==> src/hw/rtl/asl_pkg.sv <==
// Shared types and constants for the asymmetric speed slew limiter.
package asl_pkg;

    localparam int SPEED_W = 16;
    localparam int TIME_W  = 16;
    localparam int RATE_W  = 12;
    localparam int LIM_W   = 15;
    localparam int CFG_W   = 15;
    localparam int IDX_W   = 3;
    localparam int WORK_W  = SPEED_W + 1;
    localparam int DIST_W  = 16;
    localparam int PROD_W  = RATE_W + TIME_W;
    localparam int FRAC_SH = 10;
    localparam int NUM_W   = DIST_W + FRAC_SH;
    localparam int REM_W   = RATE_W;
    localparam int CNT_W   = 4;

    localparam logic [IDX_W-1:0] REG_ACCEL_FWD = 3'd0;
    localparam logic [IDX_W-1:0] REG_ACCEL_REV = 3'd1;
    localparam logic [IDX_W-1:0] REG_DECEL_FWD = 3'd2;
    localparam logic [IDX_W-1:0] REG_DECEL_REV = 3'd3;
    localparam logic [IDX_W-1:0] REG_SPEED_LIM = 3'd4;

    localparam logic [RATE_W-1:0] RATE_RESET  = 12'd256;
    localparam logic [LIM_W-1:0]  LIMIT_RESET = 15'd2560;

    typedef struct packed {
        logic load;
        logic setup;
        logic to_zero;
        logic mul;
        logic take_tgt;
        logic step;
        logic div_start;
        logic div_step;
        logic div_last;
        logic finish;
    } t_cmd;

    typedef struct packed {
        logic sign_diff;
        logic d_zero;
        logic a_zero;
        logic reach;
    } t_sts;

endpackage

==> src/hw/rtl/asymmetric_speed_slew_limiter_core.sv <==
// Top level of the asymmetric speed slew limiter.
// One word is taken at a time; s_axis_tready is high only while the core is idle. The
// result comes from a single ramp phase when the speed keeps its sign or the ramp toward
// zero does not reach zero; when the speed starts at zero and the target is negative, a
// second ramp phase toward the target follows; and when a nonzero speed reaches zero
// inside the interval, the leftover time comes from a restoring divider, one quotient bit
// per cycle, followed by a second ramp phase. The result
// waits in an output register while the next word is accepted and ramped; a result still
// waiting there holds the next one back until the sink takes it.
module asymmetric_speed_slew_limiter_core import asl_pkg::*; (
    input  logic               i_clk,
    input  logic               i_rst_n,
    input  logic               i_cfg_wr_en,
    input  logic [IDX_W-1:0]   i_cfg_idx,
    input  logic [CFG_W-1:0]   i_cfg_wdata,
    input  logic               s_axis_tvalid,
    output logic               s_axis_tready,
    input  logic [31:0]        s_axis_tdata,  // [15:0] target_speed, [31:16] elapsed_time
    output logic               m_axis_tvalid,
    input  logic               m_axis_tready,
    output logic [15:0]        m_axis_tdata   // [15:0] new_speed
);

    t_cmd cmd;
    t_sts sts;

    asl_ctrl u_ctrl (
        .i_clk       (i_clk),
        .i_rst_n     (i_rst_n),
        .i_in_valid  (s_axis_tvalid),
        .o_in_ready  (s_axis_tready),
        .o_out_valid (m_axis_tvalid),
        .i_out_ready (m_axis_tready),
        .i_sts       (sts),
        .o_cmd       (cmd)
    );

    asl_datapath u_datapath (
        .i_clk       (i_clk),
        .i_rst_n     (i_rst_n),
        .i_cfg_wr_en (i_cfg_wr_en),
        .i_cfg_idx   (i_cfg_idx),
        .i_cfg_wdata (i_cfg_wdata),
        .i_word      (s_axis_tdata),
        .i_cmd       (cmd),
        .o_sts       (sts),
        .o_new_speed (m_axis_tdata)
    );

endmodule

==> src/hw/rtl/asl_datapath.sv <==
// Datapath: config registers, ramp arithmetic, divider and clamp.
module asl_datapath import asl_pkg::*; (
    input  logic                      i_clk,
    input  logic                      i_rst_n,
    input  logic                      i_cfg_wr_en,
    input  logic [IDX_W-1:0]          i_cfg_idx,
    input  logic [CFG_W-1:0]          i_cfg_wdata,
    input  logic [SPEED_W+TIME_W-1:0] i_word,
    input  t_cmd                      i_cmd,
    output t_sts                      o_sts,
    output logic [SPEED_W-1:0]        o_new_speed
);

    logic [RATE_W-1:0]        r_accel_fwd, r_accel_rev, r_decel_fwd, r_decel_rev;
    logic [LIM_W-1:0]         r_limit;
    logic signed [SPEED_W-1:0] r_cur;
    logic signed [SPEED_W-1:0] r_tgt;
    logic [TIME_W-1:0]        r_t;
    logic signed [WORK_W-1:0] r_v;
    logic signed [WORK_W-1:0] r_rt;
    logic [RATE_W-1:0]        r_a;
    logic [DIST_W-1:0]        r_d;
    logic                     r_up;
    logic [PROD_W-1:0]        r_prod;
    logic [REM_W-1:0]         r_rem;
    logic [TIME_W-1:0]        r_qn;
    logic [SPEED_W-1:0]       r_out;

    logic signed [WORK_W-1:0] n_rt;
    logic [WORK_W-1:0]        mag_rt, mag_v;
    logic signed [WORK_W:0]   diff;
    logic [WORK_W:0]          mag_diff;
    logic [RATE_W-1:0]        n_a;
    logic [NUM_W-1:0]         num;
    logic [NUM_W-1:0]         dist_sh;
    logic [REM_W:0]           trial;
    logic                     qbit;
    logic [REM_W-1:0]         n_rem;
    logic [TIME_W-1:0]        n_qn;
    logic [DIST_W-1:0]        step_amt;
    logic signed [WORK_W-1:0] stepped;
    logic signed [WORK_W-1:0] lim_pos, lim_neg, clamped;

    always_comb begin
        n_rt   = i_cmd.to_zero ? '0 : WORK_W'(r_tgt);
        mag_rt = n_rt[WORK_W-1] ? WORK_W'(-n_rt) : WORK_W'(n_rt);
        mag_v  = r_v[WORK_W-1] ? WORK_W'(-r_v) : WORK_W'(r_v);
        diff   = (WORK_W+1)'(n_rt) - (WORK_W+1)'(r_v);
        mag_diff = diff[WORK_W] ? (WORK_W+1)'(-diff) : (WORK_W+1)'(diff);
        if (mag_rt > mag_v) begin
            n_a = n_rt[WORK_W-1] ? r_accel_rev : r_accel_fwd;
        end else begin
            n_a = n_rt[WORK_W-1] ? r_decel_rev : r_decel_fwd;
        end
    end

    always_comb begin
        dist_sh = {r_d, {FRAC_SH{1'b0}}};
        num     = dist_sh + NUM_W'(r_a) - NUM_W'(1);
        trial   = {r_rem, r_qn[TIME_W-1]};
        qbit    = trial >= (REM_W+1)'(r_a);
        n_rem   = qbit ? REM_W'(trial - (REM_W+1)'(r_a)) : REM_W'(trial);
        n_qn    = {r_qn[TIME_W-2:0], qbit};
    end

    always_comb begin
        step_amt = r_prod[FRAC_SH +: DIST_W];
        stepped  = r_up ? r_v + WORK_W'({1'b0, step_amt})
                        : r_v - WORK_W'({1'b0, step_amt});
        lim_pos  = WORK_W'({2'b00, r_limit});
        lim_neg  = -lim_pos;
        if (r_v > lim_pos) begin
            clamped = lim_pos;
        end else if (r_v < lim_neg) begin
            clamped = lim_neg;
        end else begin
            clamped = r_v;
        end
    end

    assign o_sts.sign_diff = i_word[SPEED_W-1] ^ r_cur[SPEED_W-1];
    assign o_sts.d_zero    = r_d == '0;
    assign o_sts.a_zero    = r_a == '0;
    assign o_sts.reach     = r_prod >= PROD_W'(dist_sh);
    assign o_new_speed     = r_out;

    always_ff @(posedge i_clk) begin
        if (!i_rst_n) begin
            r_accel_fwd <= RATE_RESET;
            r_accel_rev <= RATE_RESET;
            r_decel_fwd <= RATE_RESET;
            r_decel_rev <= RATE_RESET;
            r_limit     <= LIMIT_RESET;
            r_cur       <= '0;
        end else begin
            if (i_cfg_wr_en) begin
                case (i_cfg_idx)
                    REG_ACCEL_FWD: r_accel_fwd <= i_cfg_wdata[RATE_W-1:0];
                    REG_ACCEL_REV: r_accel_rev <= i_cfg_wdata[RATE_W-1:0];
                    REG_DECEL_FWD: r_decel_fwd <= i_cfg_wdata[RATE_W-1:0];
                    REG_DECEL_REV: r_decel_rev <= i_cfg_wdata[RATE_W-1:0];
                    REG_SPEED_LIM: r_limit     <= i_cfg_wdata[LIM_W-1:0];
                    default: ;
                endcase
            end
            if (i_cmd.finish) begin
                r_cur <= clamped[SPEED_W-1:0];
            end
        end
    end

    always_ff @(posedge i_clk) begin
        if (i_cmd.load) begin
            r_tgt <= i_word[SPEED_W-1:0];
            r_t   <= i_word[SPEED_W +: TIME_W];
            r_v   <= WORK_W'(r_cur);
        end
        if (i_cmd.setup) begin
            r_rt <= n_rt;
            r_a  <= n_a;
            r_d  <= mag_diff[DIST_W-1:0];
            r_up <= r_v < n_rt;
        end
        if (i_cmd.mul) begin
            r_prod <= PROD_W'(r_a) * PROD_W'(r_t);
        end
        if (i_cmd.take_tgt) begin
            r_v <= r_rt;
        end
        if (i_cmd.step) begin
            r_v <= stepped;
        end
        if (i_cmd.div_start) begin
            r_rem <= REM_W'(num[NUM_W-1:TIME_W]);
            r_qn  <= num[TIME_W-1:0];
        end
        if (i_cmd.div_step) begin
            r_rem <= n_rem;
            r_qn  <= n_qn;
        end
        if (i_cmd.div_last) begin
            r_t <= r_t - n_qn;
        end
        if (i_cmd.finish) begin
            r_out <= clamped[SPEED_W-1:0];
        end
    end

endmodule

==> src/hw/rtl/asl_ctrl.sv <==
// Controller: sequences load, ramp phases, divide and result handoff.
module asl_ctrl import asl_pkg::*; (
    input  logic i_clk,
    input  logic i_rst_n,
    input  logic i_in_valid,
    output logic o_in_ready,
    output logic o_out_valid,
    input  logic i_out_ready,
    input  t_sts i_sts,
    output t_cmd o_cmd
);

    localparam logic [2:0] S_IDLE   = 3'd0;
    localparam logic [2:0] S_SETUP  = 3'd1;
    localparam logic [2:0] S_MULT   = 3'd2;
    localparam logic [2:0] S_DECIDE = 3'd3;
    localparam logic [2:0] S_DIV    = 3'd4;
    localparam logic [2:0] S_FINISH = 3'd5;

    logic [2:0]       r_state, n_state;
    logic             r_zero_ph, n_zero_ph;
    logic [CNT_W-1:0] r_cnt, n_cnt;
    logic             r_out_valid, n_out_valid;

    assign o_in_ready  = r_state == S_IDLE;
    assign o_out_valid = r_out_valid;

    always_comb begin
        n_state     = r_state;
        n_zero_ph   = r_zero_ph;
        n_cnt       = r_cnt;
        n_out_valid = r_out_valid && !i_out_ready;
        o_cmd       = '0;
        o_cmd.to_zero = r_zero_ph;
        case (r_state)
            S_IDLE: begin
                if (i_in_valid) begin
                    o_cmd.load = 1'b1;
                    n_zero_ph  = i_sts.sign_diff;
                    n_state    = S_SETUP;
                end
            end
            S_SETUP: begin
                o_cmd.setup = 1'b1;
                n_state     = S_MULT;
            end
            S_MULT: begin
                o_cmd.mul = 1'b1;
                n_state   = S_DECIDE;
            end
            S_DECIDE: begin
                if (i_sts.d_zero) begin
                    o_cmd.take_tgt = 1'b1;
                    n_state   = r_zero_ph ? S_SETUP : S_FINISH;
                    n_zero_ph = 1'b0;
                end else if (i_sts.a_zero) begin
                    n_state = S_FINISH;
                end else if (i_sts.reach) begin
                    o_cmd.take_tgt = 1'b1;
                    if (r_zero_ph) begin
                        o_cmd.div_start = 1'b1;
                        n_cnt   = '0;
                        n_state = S_DIV;
                    end else begin
                        n_state = S_FINISH;
                    end
                end else begin
                    o_cmd.step = 1'b1;
                    n_state    = S_FINISH;
                end
            end
            S_DIV: begin
                o_cmd.div_step = 1'b1;
                n_cnt = r_cnt + CNT_W'(1);
                if (r_cnt == '1) begin
                    o_cmd.div_last = 1'b1;
                    n_zero_ph = 1'b0;
                    n_state   = S_SETUP;
                end
            end
            S_FINISH: begin
                if (!r_out_valid || i_out_ready) begin
                    o_cmd.finish = 1'b1;
                    n_out_valid  = 1'b1;
                    n_state      = S_IDLE;
                end
            end
            default: n_state = S_IDLE;
        endcase
    end

    always_ff @(posedge i_clk) begin
        if (!i_rst_n) begin
            r_state     <= S_IDLE;
            r_zero_ph   <= 1'b0;
            r_cnt       <= '0;
            r_out_valid <= 1'b0;
        end else begin
            r_state     <= n_state;
            r_zero_ph   <= n_zero_ph;
            r_cnt       <= n_cnt;
            r_out_valid <= n_out_valid;
        end
    end

endmodule

==> config.mk <==
export PLATFORM = sky130hd
export DESIGN_NAME = asymmetric_speed_slew_limiter_core
export DESIGN_NICKNAME = d
export VERILOG_FILES = /design/src/hw/rtl/asl_pkg.sv /design/src/hw/rtl/asymmetric_speed_slew_limiter_core.sv /design/src/hw/rtl/asl_datapath.sv /design/src/hw/rtl/asl_ctrl.sv
export SDC_FILE = /design/constraint.sdc
export NUM_CORES = 1
export LEC_CHECK = 0
export ABC_AREA = 0
export ABC_CLOCK_PERIOD_IN_PS = 13940
export BUFFER_PORTS_ARGS = -buffer_cell sky130_fd_sc_hd__buf_2
export CAP_MARGIN = 20
export CORE_UTILIZATION = 65
export DETAILED_ROUTE_END_ITERATION = 6
export PLACE_DENSITY = 0.93
export RECOVER_POWER = 50
export SYNTH_ARGS = -nofsm -noshare
export SYNTH_HDL_FRONTEND = slang
export SYNTH_SLANG_ARGS = --single-unit
==> constraint.sdc <==
create_clock -name i_clk -period 13.94 [get_ports i_clk]
set_input_delay 2.788 -clock i_clk [delete_from_list [all_inputs] [get_ports i_clk]]
set_output_delay 2.788 -clock i_clk [all_outputs]
set_load 0.01 [all_outputs]
After elaboration in Yosys (flattened, before gate mapping). Cells that the tools add are included.

Multiplexer cells: 56. Reduce and logical (&&, ||, !) cells: 21. Magnitude comparators: 6. Bitwise logic cells: 1. $add $sub $neg: 12. Equal/unequal tests: 18. Multipliers: 1.

Operators by type and width (count): 17-bit 2-to-1 mux (7); 16-bit 2-to-1 mux (7); 12-bit 2-to-1 mux (6); 17-bit less-than comparator (2); 17-bit negator (2); 28-bit by 26-bit >= comparator with 1-bit output (1); 12-bit by 16-bit multiplier with 28-bit output (1); 3-bit 2-to-1 mux (9); 26-bit by 12-bit adder with 26-bit output (1); 26-bit by 1-bit subtractor with 26-bit output (second input constant) (1); 1-bit 2-to-1 mux (18); 3-bit one-hot mux with 6 select lines (1); 17-bit by 17-bit subtractor with 18-bit output (1); 17-bit by 16-bit adder with 17-bit output (1); 17-bit by 16-bit > comparator with 1-bit output (1); 17-bit > comparator (1); 15-bit negator with 17-bit output (1); 17-bit by 16-bit subtractor with 17-bit output (1); 16-bit logical NOT (1); 4-bit 2-to-1 mux (4); 16-bit negator (1); 16-bit subtractor (1); 13-bit by 12-bit >= comparator with 1-bit output (1); 3-bit by 2-bit equality test with 1-bit output (second input constant) (4); 22 further kinds (41).

Input bits: 55. Output and inout port bits: 18. Flip-flop bits (word level): 255.

Logic depth before layout (Yosys ltp). Gate-level depths: netlist of the first run.

Depth after elaboration: 7. Depth in mapped cells: 22. Mapped depth without buffers: 21.

Cells and area by module. A second synthesis of the first run with hierarchy kept.

Cells, all modules: 2592. Area total of the unflattened synthesis: 23339.9 um2.

Modules (own cells, without submodules): asl_datapath (instances 1, area an instance 22799.4 um2, cells each 2528); asl_ctrl (instances 1, area an instance 540.5 um2, cells each 64).

Worst setup path after synthesis of the first run. No wires, ideal clock.

Path kind: reg2reg. Start: register u_datapath.r_a[5]. End: register u_datapath.r_prod[26], data pin. Path slack: 8363 ps. Library setup time: 258 ps. Arrival: 5319 ps. Path buffers: 1. Stages on the path, launching flop included: 21. Period minus slack after synthesis: 5577 ps. Path through: edfxtp_1 > clkbuf_1 > nand2_1 > fa_1 > fa_1 > inv_1 > fa_1 > fa_1 > inv_1 > fa_1 > inv_1 > ha_1 > a21o_1 > a21o_1 > a21o_1 > a21oi_1 > o21ai_0 > a211o_1 > a31o_1 > a21oi_1 > xnor2_1.

Longest elaborated chain between the ends: 1.

Ends and longest elaborated chain: from (decl) (line asl_datapath.sv:21) `logic [RATE_W-1:0] r_a;`; from (signal assigned) (line asl_datapath.sv:120) `r_a <= n_a;`; 12-bit by 16-bit multiplier with 28-bit output (line asl_datapath.sv:125) `r_prod <= PROD_W'(r_a) * PROD_W'(r_t);`; to (signal assigned) (line asl_datapath.sv:125); to (decl) (line asl_datapath.sv:24) `logic [PROD_W-1:0] r_prod;`.

Every way passes these cells. A chain may end at the register's enable or synchronous reset.

==> impl_metrics.py, run 1 <==
metrics = {
    "run_status": {
        "result_of_the_run": "finished, violations left",
        "failed_checks": "capacitance limit, slew limit",
    },
    "timing": {
        "finalSetupViolations": 0,
        "worst_clock_skew_on_the_final_layout_ns": 0.0493,
        "max_freq_mhz": 154,
        "post-route-period-util_pct": 46.7,
        "worst_slew_margin_rel_pct": -142,
        "slew_violations": 255,
        "worstMarginPinSlew_ns": 3.63,
        "timing.final.crit_period_ns": 6.51,
        "grt_setup_unrepaired": "false",
        "finalHoldViolations": 0,
        "fin_tns_setup_ns": 0,
    },
    "min_path": {
        "worst_hold_path_type": "register to register",
    },
    "detailed_routing": {
        "dr.first_iter.drc_count": 1965,
        "via_count": 19900,
        "drt_pre_antenna_iters": 6,
        "wl_mm": 64.2,
        "post-route-drc-count": 0,
        "ant_nets": 0,
        "avgRoutedWirePerCell_um": 20.7,
        "vias_per_cell": 6.39,
    },
    "global_route": {
        "global_route.peak_usage_layer": "met2",
        "grt_first_pass_wirelength_mm": 102,
        "grt_max_degree": 97,
        "groute.layer.met2.usage_pct": 59.7,
        "grtUsageTotal_pct": 35.8,
        "grt-ovfl-total": 0,
        "grt.met3_usage_pct": 6.52,
        "antenna_found_initial": 2,
        "grt_pass1_vias": 19900,
        "met1_resource_use_gr_pct": 43.1,
    },
    "placed_design": {
        "detailedPlacementHpwl_mm": 48.0,
        "buffer_ports.inserted": 72,
        "routabilityCongestion": 0.998,
    },
    "clock_tree": {
        "post_cts_resize_count": 0,
        "cts_hold_repair.buffers": 0,
        "clock_tree.root_cell": "clkbuf_16",
        "cts_bufs_inserted": 30,
        "cts_setup_buffers": 0,
        "htreeDepth": 1,
        "clock_sinks": 254,
        "clock_insertion_delay_worst_skew_ns": 0.62,
        "clock_pin_slew_reported_for_the_worst_setup_and_hold_paths_after_clock_tree_synthesis_ns": 0.06,
        "cts_tree": "built",
        "clock_path_buffers": 3,
    },
    "floorplanning": {
        "dieWidth_um": 192,
        "height_of_the_die_um": 192,
        "core.rowCount": 69,
        "fp.coreArea_mm2": 0.0356,
        "initial_utilization_pct": 65.9,
        "floorplan.io_pins": 73,
        "design.die.area_mm2": 0.0369,
    },
    "critical_path": {
        "critical_path.max_fanout": 96,
        "worstSetupPathType": "input pin to register",
        "worst-endpoint-required_ns": 14.43,
        "critical_path_arrival_ns": 7.00,
        "worst_setup_path_start_kind": "input pin",
        "worstSetupEndpointType": "register",
    },
    "yosys": {
        "netlist_area_mm2": 0.0235,
        "synth_edf_count": 166,
        "synth_async_sr_flop_share_pct": 0,
        "synth_sequential_area_ratio_pct": 28.8,
        "synth_top_flop_cell": "edfxtp_1",
        "synth_area_per_cell_um2": 9.04,
        "synthesis.yosys.warnings": 0,
        "synth.ff_latch_count": 254,
        "postSynthCellCount": 2596,
        "count_of_different_cell_masters_after_synthesis": 84,
        "syn-num-nets": 3030,
    },
    "final_layout": {
        "layout_common_cells": "370 x nand2_1, 303 x inv_1, 234 x ha_1",
        "fillCellCount": 2648,
        "post_route_cells_drive_above_1_share_pct": 6.69,
        "nets": 3057,
        "antenna-diode-count": 0,
        "area_delta_synth_final_pct": 7.97,
        "final_common_cell": "nand2_1",
    },
    "flow_run": {
        "drv_cap": 6,
    },
}
sequential cells by signal (all words and copies together), names as in the netlist, 15 cells and up:
name	cells
u_datapath.r_cur	16
u_datapath.r_rt	16
u_datapath.r_prod	28
u_datapath.r_tgt	16
u_datapath.r_limit	15
u_datapath.o_new_speed	16
u_datapath.r_d	16
u_datapath.r_qn	16
u_datapath.r_t	16
u_datapath.r_v	17
critical path: stages:
cell	delay, ns
buf_2	0.07
clkbuf_1	2.55
nand2_1	0.98
o41ai_1	0.57
final cells by class:
cell class | instances | area [um2] | share of cell area (%)
multi-input combinational | 1941 | 15200 | 60.1
tap | 461 | 577 | 2.28
clock buffer | 37 | 882 | 3.48
clock inverter | 19 | 295 | 1.17
timing repair buffer | 90 | 458 | 1.81
sequential | 254 | 6750 | 26.6
inverter | 306 | 1150 | 4.54
cells by family (layout without fill, tap and decap cells):
| family | Yosys count | after routing | synth area share, % |
|---|---|---|---|
| adders and majority gates | 379 | 379 | 24.9 |
| and+or+nand+nor | 884 | 884 | 17.7 |
| AOI/OAI and AO/OA | 471 | 471 | 13.5 |
| muxes | 48 | 48 | 2.74 |
| other | 1 | 1 | 0.0160 |
| DFF | 254 | 254 | 28.8 |
| xor gates and xnor gates | 158 | 158 | 5.90 |
| buffers and inverters | 401 | 452 | 6.46 |
layer usage:
metal	vias up	routed length, um
met5	-	27
met4	4	4420
met3	300	5880
met2	1138	30500
met1	9467	23400
li1	8948	-
worst paths after layout:
kind,from,end,slack [ns],depth (start not counted)
min,u_datapath.r_decel_rev[5],u_datapath.r_decel_rev[5],0.47,2
max reg2reg,u_ctrl.r_zero_ph,u_datapath.r_a[0],7.53,20
min reg2reg,u_datapath.r_decel_rev[5],u_datapath.r_decel_rev[5],0.47,2
max,i_rst_n,u_datapath.r_cur[4],7.43,4
through the flow:
step | setup slack (ns) | utilization (%) | hold WS, ns | cell area, um2 | cells
2_1_floorplan | 8.36 | - | 0.435 | 23500 | 2596
3_3_place_gp | 7.88 | 68.0 | 0.446 | 24200 | 3052
3_5_place_dp | 7.72 | 68.0 | 0.459 | 24200 | 3052
4_1_cts | 7.64 | 71.3 | 0.467 | 25400 | 3108
5_1_grt | 7.05 | 71.2 | 0.487 | 25300 | 3108
6_report | 7.43 | 71.2 | 0.467 | 25300 | 3108
synthesized netlist by cell type (21+ instances only):
| cell | count | area [um2] |
|---|---|---|
| inv_1 | 301 | 1130 |
| nor2b_1 | 43 | 269 |
| edfxtp_1 | 166 | 4980 |
| nand2_1 | 370 | 1390 |
| and2_1 | 59 | 369 |
| nand2b_1 | 21 | 131 |
| dfxtp_1 | 88 | 1760 |
| a21o_1 | 42 | 315 |
| a211oi_1 | 23 | 173 |
| nor3_1 | 43 | 215 |
| xnor2_1 | 109 | 955 |
| and3_1 | 21 | 131 |
| a21oi_1 | 109 | 546 |
| or3_1 | 25 | 156 |
| o21ai_0 | 65 | 325 |
| nor2_1 | 158 | 593 |
| xor2_1 | 49 | 429 |
| clkbuf_1 | 87 | 327 |
| mux2i_1 | 27 | 270 |
| o31ai_1 | 24 | 180 |
| nand3_1 | 64 | 320 |
| nand4_1 | 27 | 169 |
| a21boi_0 | 60 | 450 |
| ha_1 | 234 | 2930 |
| fa_1 | 145 | 2900 |
Power of run 1 is left out: the tool's default activity adds up to more than one toggle a clock period on the data nets, which glitch-free logic cannot reach.
==> run 2, diff against run 1 <==
--- a/config.mk
+++ b/config.mk
@@ -6,7 +6,7 @@
 export NUM_CORES = 1
 export LEC_CHECK = 0
 export ABC_AREA = 0
-export ABC_CLOCK_PERIOD_IN_PS = 13940
+export ABC_CLOCK_PERIOD_IN_PS = 6400
 export BUFFER_PORTS_ARGS = -buffer_cell sky130_fd_sc_hd__buf_2
 export CAP_MARGIN = 20
 export CORE_UTILIZATION = 65
==> constraint.sdc (replaced) <==
create_clock -name i_clk -period 6.4 [get_ports i_clk]
set_input_delay 1.28 -clock i_clk [delete_from_list [all_inputs] [get_ports i_clk]]
set_output_delay 1.28 -clock i_clk [all_outputs]
set_load 0.01 [all_outputs]
==> impl_metrics.py, run 2 (synthesized netlist as in run 1, its figures left out) <==
metrics = {
    "global_route": {
        "antenna_found_initial": 0,
        "grt_max_degree": 97,
        "grt_pass1_vias": 20000,
        "grtUsageTotal_pct": 35.9,
        "grt_first_pass_wirelength_mm": 103,
        "grt-ovfl-total": 0,
    },
    "detailed_routing": {
        "avgRoutedWirePerCell_um": 20.6,
        "via_count": 20000,
        "drt_pre_antenna_iters": 6,
        "ant_nets": 0,
        "vias_per_cell": 6.38,
        "post-route-drc-count": 0,
        "dr.first_iter.drc_count": 2044,
        "wl_mm": 64.8,
    },
    "floorplanning": {
        "initial_utilization_pct": 65.9,
        "core.rowCount": 69,
        "design.die.area_mm2": 0.0369,
        "height_of_the_die_um": 192,
        "fp.coreArea_mm2": 0.0356,
        "dieWidth_um": 192,
        "floorplan.io_pins": 73,
    },
    "timing": {
        "finalHoldViolations": 0,
        "post-route-period-util_pct": 97.5,
        "worstMarginPinSlew_ns": 3.65,
        "fin_tns_setup_ns": 0,
        "finalSetupViolations": 0,
        "worst_clock_skew_on_the_final_layout_ns": 0.0569,
        "slew_violations": 190,
        "timing.final.crit_period_ns": 6.24,
        "worst_slew_margin_rel_pct": -143,
        "max_freq_mhz": 160,
    },
    "clock_tree": {
        "htreeDepth": 1,
        "cts_tree": "built",
        "clock_sinks": 254,
        "clock_path_buffers": 3,
        "cts_bufs_inserted": 30,
        "clock_pin_slew_reported_for_the_worst_setup_and_hold_paths_after_clock_tree_synthesis_ns": 0.06,
        "clock_tree.root_cell": "clkbuf_16",
        "clock_insertion_delay_worst_skew_ns": 0.62,
        "cts_hold_repair.buffers": 0,
    },
    "final_layout": {
        "register_containing_the_most_flip_flops_in_the_final_layout": "u_datapath.r_prod",
        "nets": 3089,
        "multi_input_area_mm2": 0.0152,
        "post-route-util_pct": 71.5,
        "fillCellCount": 2543,
        "seqCellArea_mm2": 0.00675,
        "biggestRegsByFlops": "u_datapath.r_prod: 28 flops, u_datapath.r_v: 17 flops",
        "final_common_cell": "nand2_1",
        "post_route_cells_drive_above_1_share_pct": 7.47,
        "largest_register_ff_count": 28,
        "layout_common_cells": "370 x nand2_1, 303 x inv_1, 234 x ha_1",
        "area_delta_synth_final_pct": 8.38,
        "antenna-diode-count": 0,
    },
    "flow_run": {
        "drv_cap": 4,
    },
    "run_status": {
        "failed_checks": "capacitance limit, slew limit",
        "result_of_the_run": "finished, violations left",
    },
    "placed_design": {
        "detailedPlacementHpwl_mm": 48.8,
        "buffer_ports.inserted": 72,
        "routabilityCongestion": 0.970,
    },
    "min_path": {
        "min_path_cells": 2,
        "timing.hold.worst.start": "u_datapath.r_decel_rev[7]",
        "worst_hold_path_type": "register to register",
        "worst_hold_end": "u_datapath.r_decel_rev[7]",
    },
    "critical_path": {
        "critical_path.max_fanout": 16,
        "r2r_cells": 18,
        "worst-endpoint-required_ns": 6.72,
        "worstSetupPathType": "register to register",
        "critical_path_arrival_ns": 6.55,
        "r2r_end": "u_datapath.r_prod[26]",
        "worstSetupEndpointType": "register",
        "reg2reg_setup_slack_ns": 0.16,
        "crit-reg2reg-launch": "u_datapath.r_a[6]",
        "worst_setup_path_start_kind": "register",
    },
}
run 2: stage by stage:
| step | hold WS [ns] | std cells | worst slack, ns | instance area (um2) |
|---|---|---|---|---|
| 4_1_cts | 0.470 | 3113 | 0.127 | 25300 |
| 6_report | 0.471 | 3140 | 0.162 | 25400 |
| 3_5_place_dp | 0.455 | 3057 | 0.122 | 24200 |
| 5_1_grt | 0.493 | 3140 | -0.0163 | 25400 |
| 3_3_place_gp | 0.448 | 3057 | 0.408 | 24200 |
| 2_1_floorplan | 0.435 | 2596 | 0.823 | 23500 |
run 2: critical path: stages (launching register included):
cell,delay (ns)
edfxtp_1,0.77
and2_1,0.26
fa_1,0.43
fa_1,0.48
fa_1,0.52
fa_1,0.59
inv_1,0.07
fa_1,0.54
inv_1,0.06
ha_1,0.37
a21o_1,0.20
a21o_1,0.18
a21o_1,0.20
a21oi_1,0.26
o21ai_0,0.19
a211o_1,0.34
a31o_1,0.22
a21oi_1,0.17
xnor2_1,0.08
run 2: how the worst max path moves through the flow:
| stage | from | endpoint | slack, ns | cells after the start |
|---|---|---|---|---|
| floorplan | u_datapath.r_a[5] | u_datapath.r_prod[26] | 0.82 | 20 |
| global placement | u_datapath.r_a[5] | u_datapath.r_prod[27] | 0.41 | 18 |
| detailed placement | u_datapath.r_a[5] | u_datapath.r_prod[27] | 0.12 | 18 |
| CTS | u_datapath.r_a[5] | u_datapath.r_prod[27] | 0.13 | 18 |
| global route | u_datapath.r_a[6] | u_datapath.r_prod[26] | -0.02 | 18 |
| finish | u_datapath.r_a[6] | u_datapath.r_prod[26] | 0.16 | 18 |
run 2: layer usage:
| metal | part of all wire [%] | GRT usage, % | wire length, um | up-vias |
|---|---|---|---|---|
| met5 | 0 | 0 | 0 | - |
| met4 | 7.6 | 23.2 | 4940 | 0 |
| met3 | 9.3 | 5.97 | 6030 | 322 |
| met2 | 47 | 59.4 | 30300 | 1182 |
| met1 | 36 | 43.4 | 23500 | 9520 |
| li1 | - | - | - | 9000 |
run 2: cell type report:
cell class              instances  share of cell area (%)
clock inverters                18                   0.586
well taps                     461                    2.27
flip-flops and latches        254                    26.5
multi-input cells            1941                    59.8
repair buffers                122                    2.77
clock buffers                  38                    3.48
inverters                     306                    4.52
run 2: repair_timing:
item,4_1_cts,5_1_grt
endpoints found under the setup margin,0,5
resized for setup,0,1
buffers inserted,0,27
Power of run 2 is left out for the same reason.
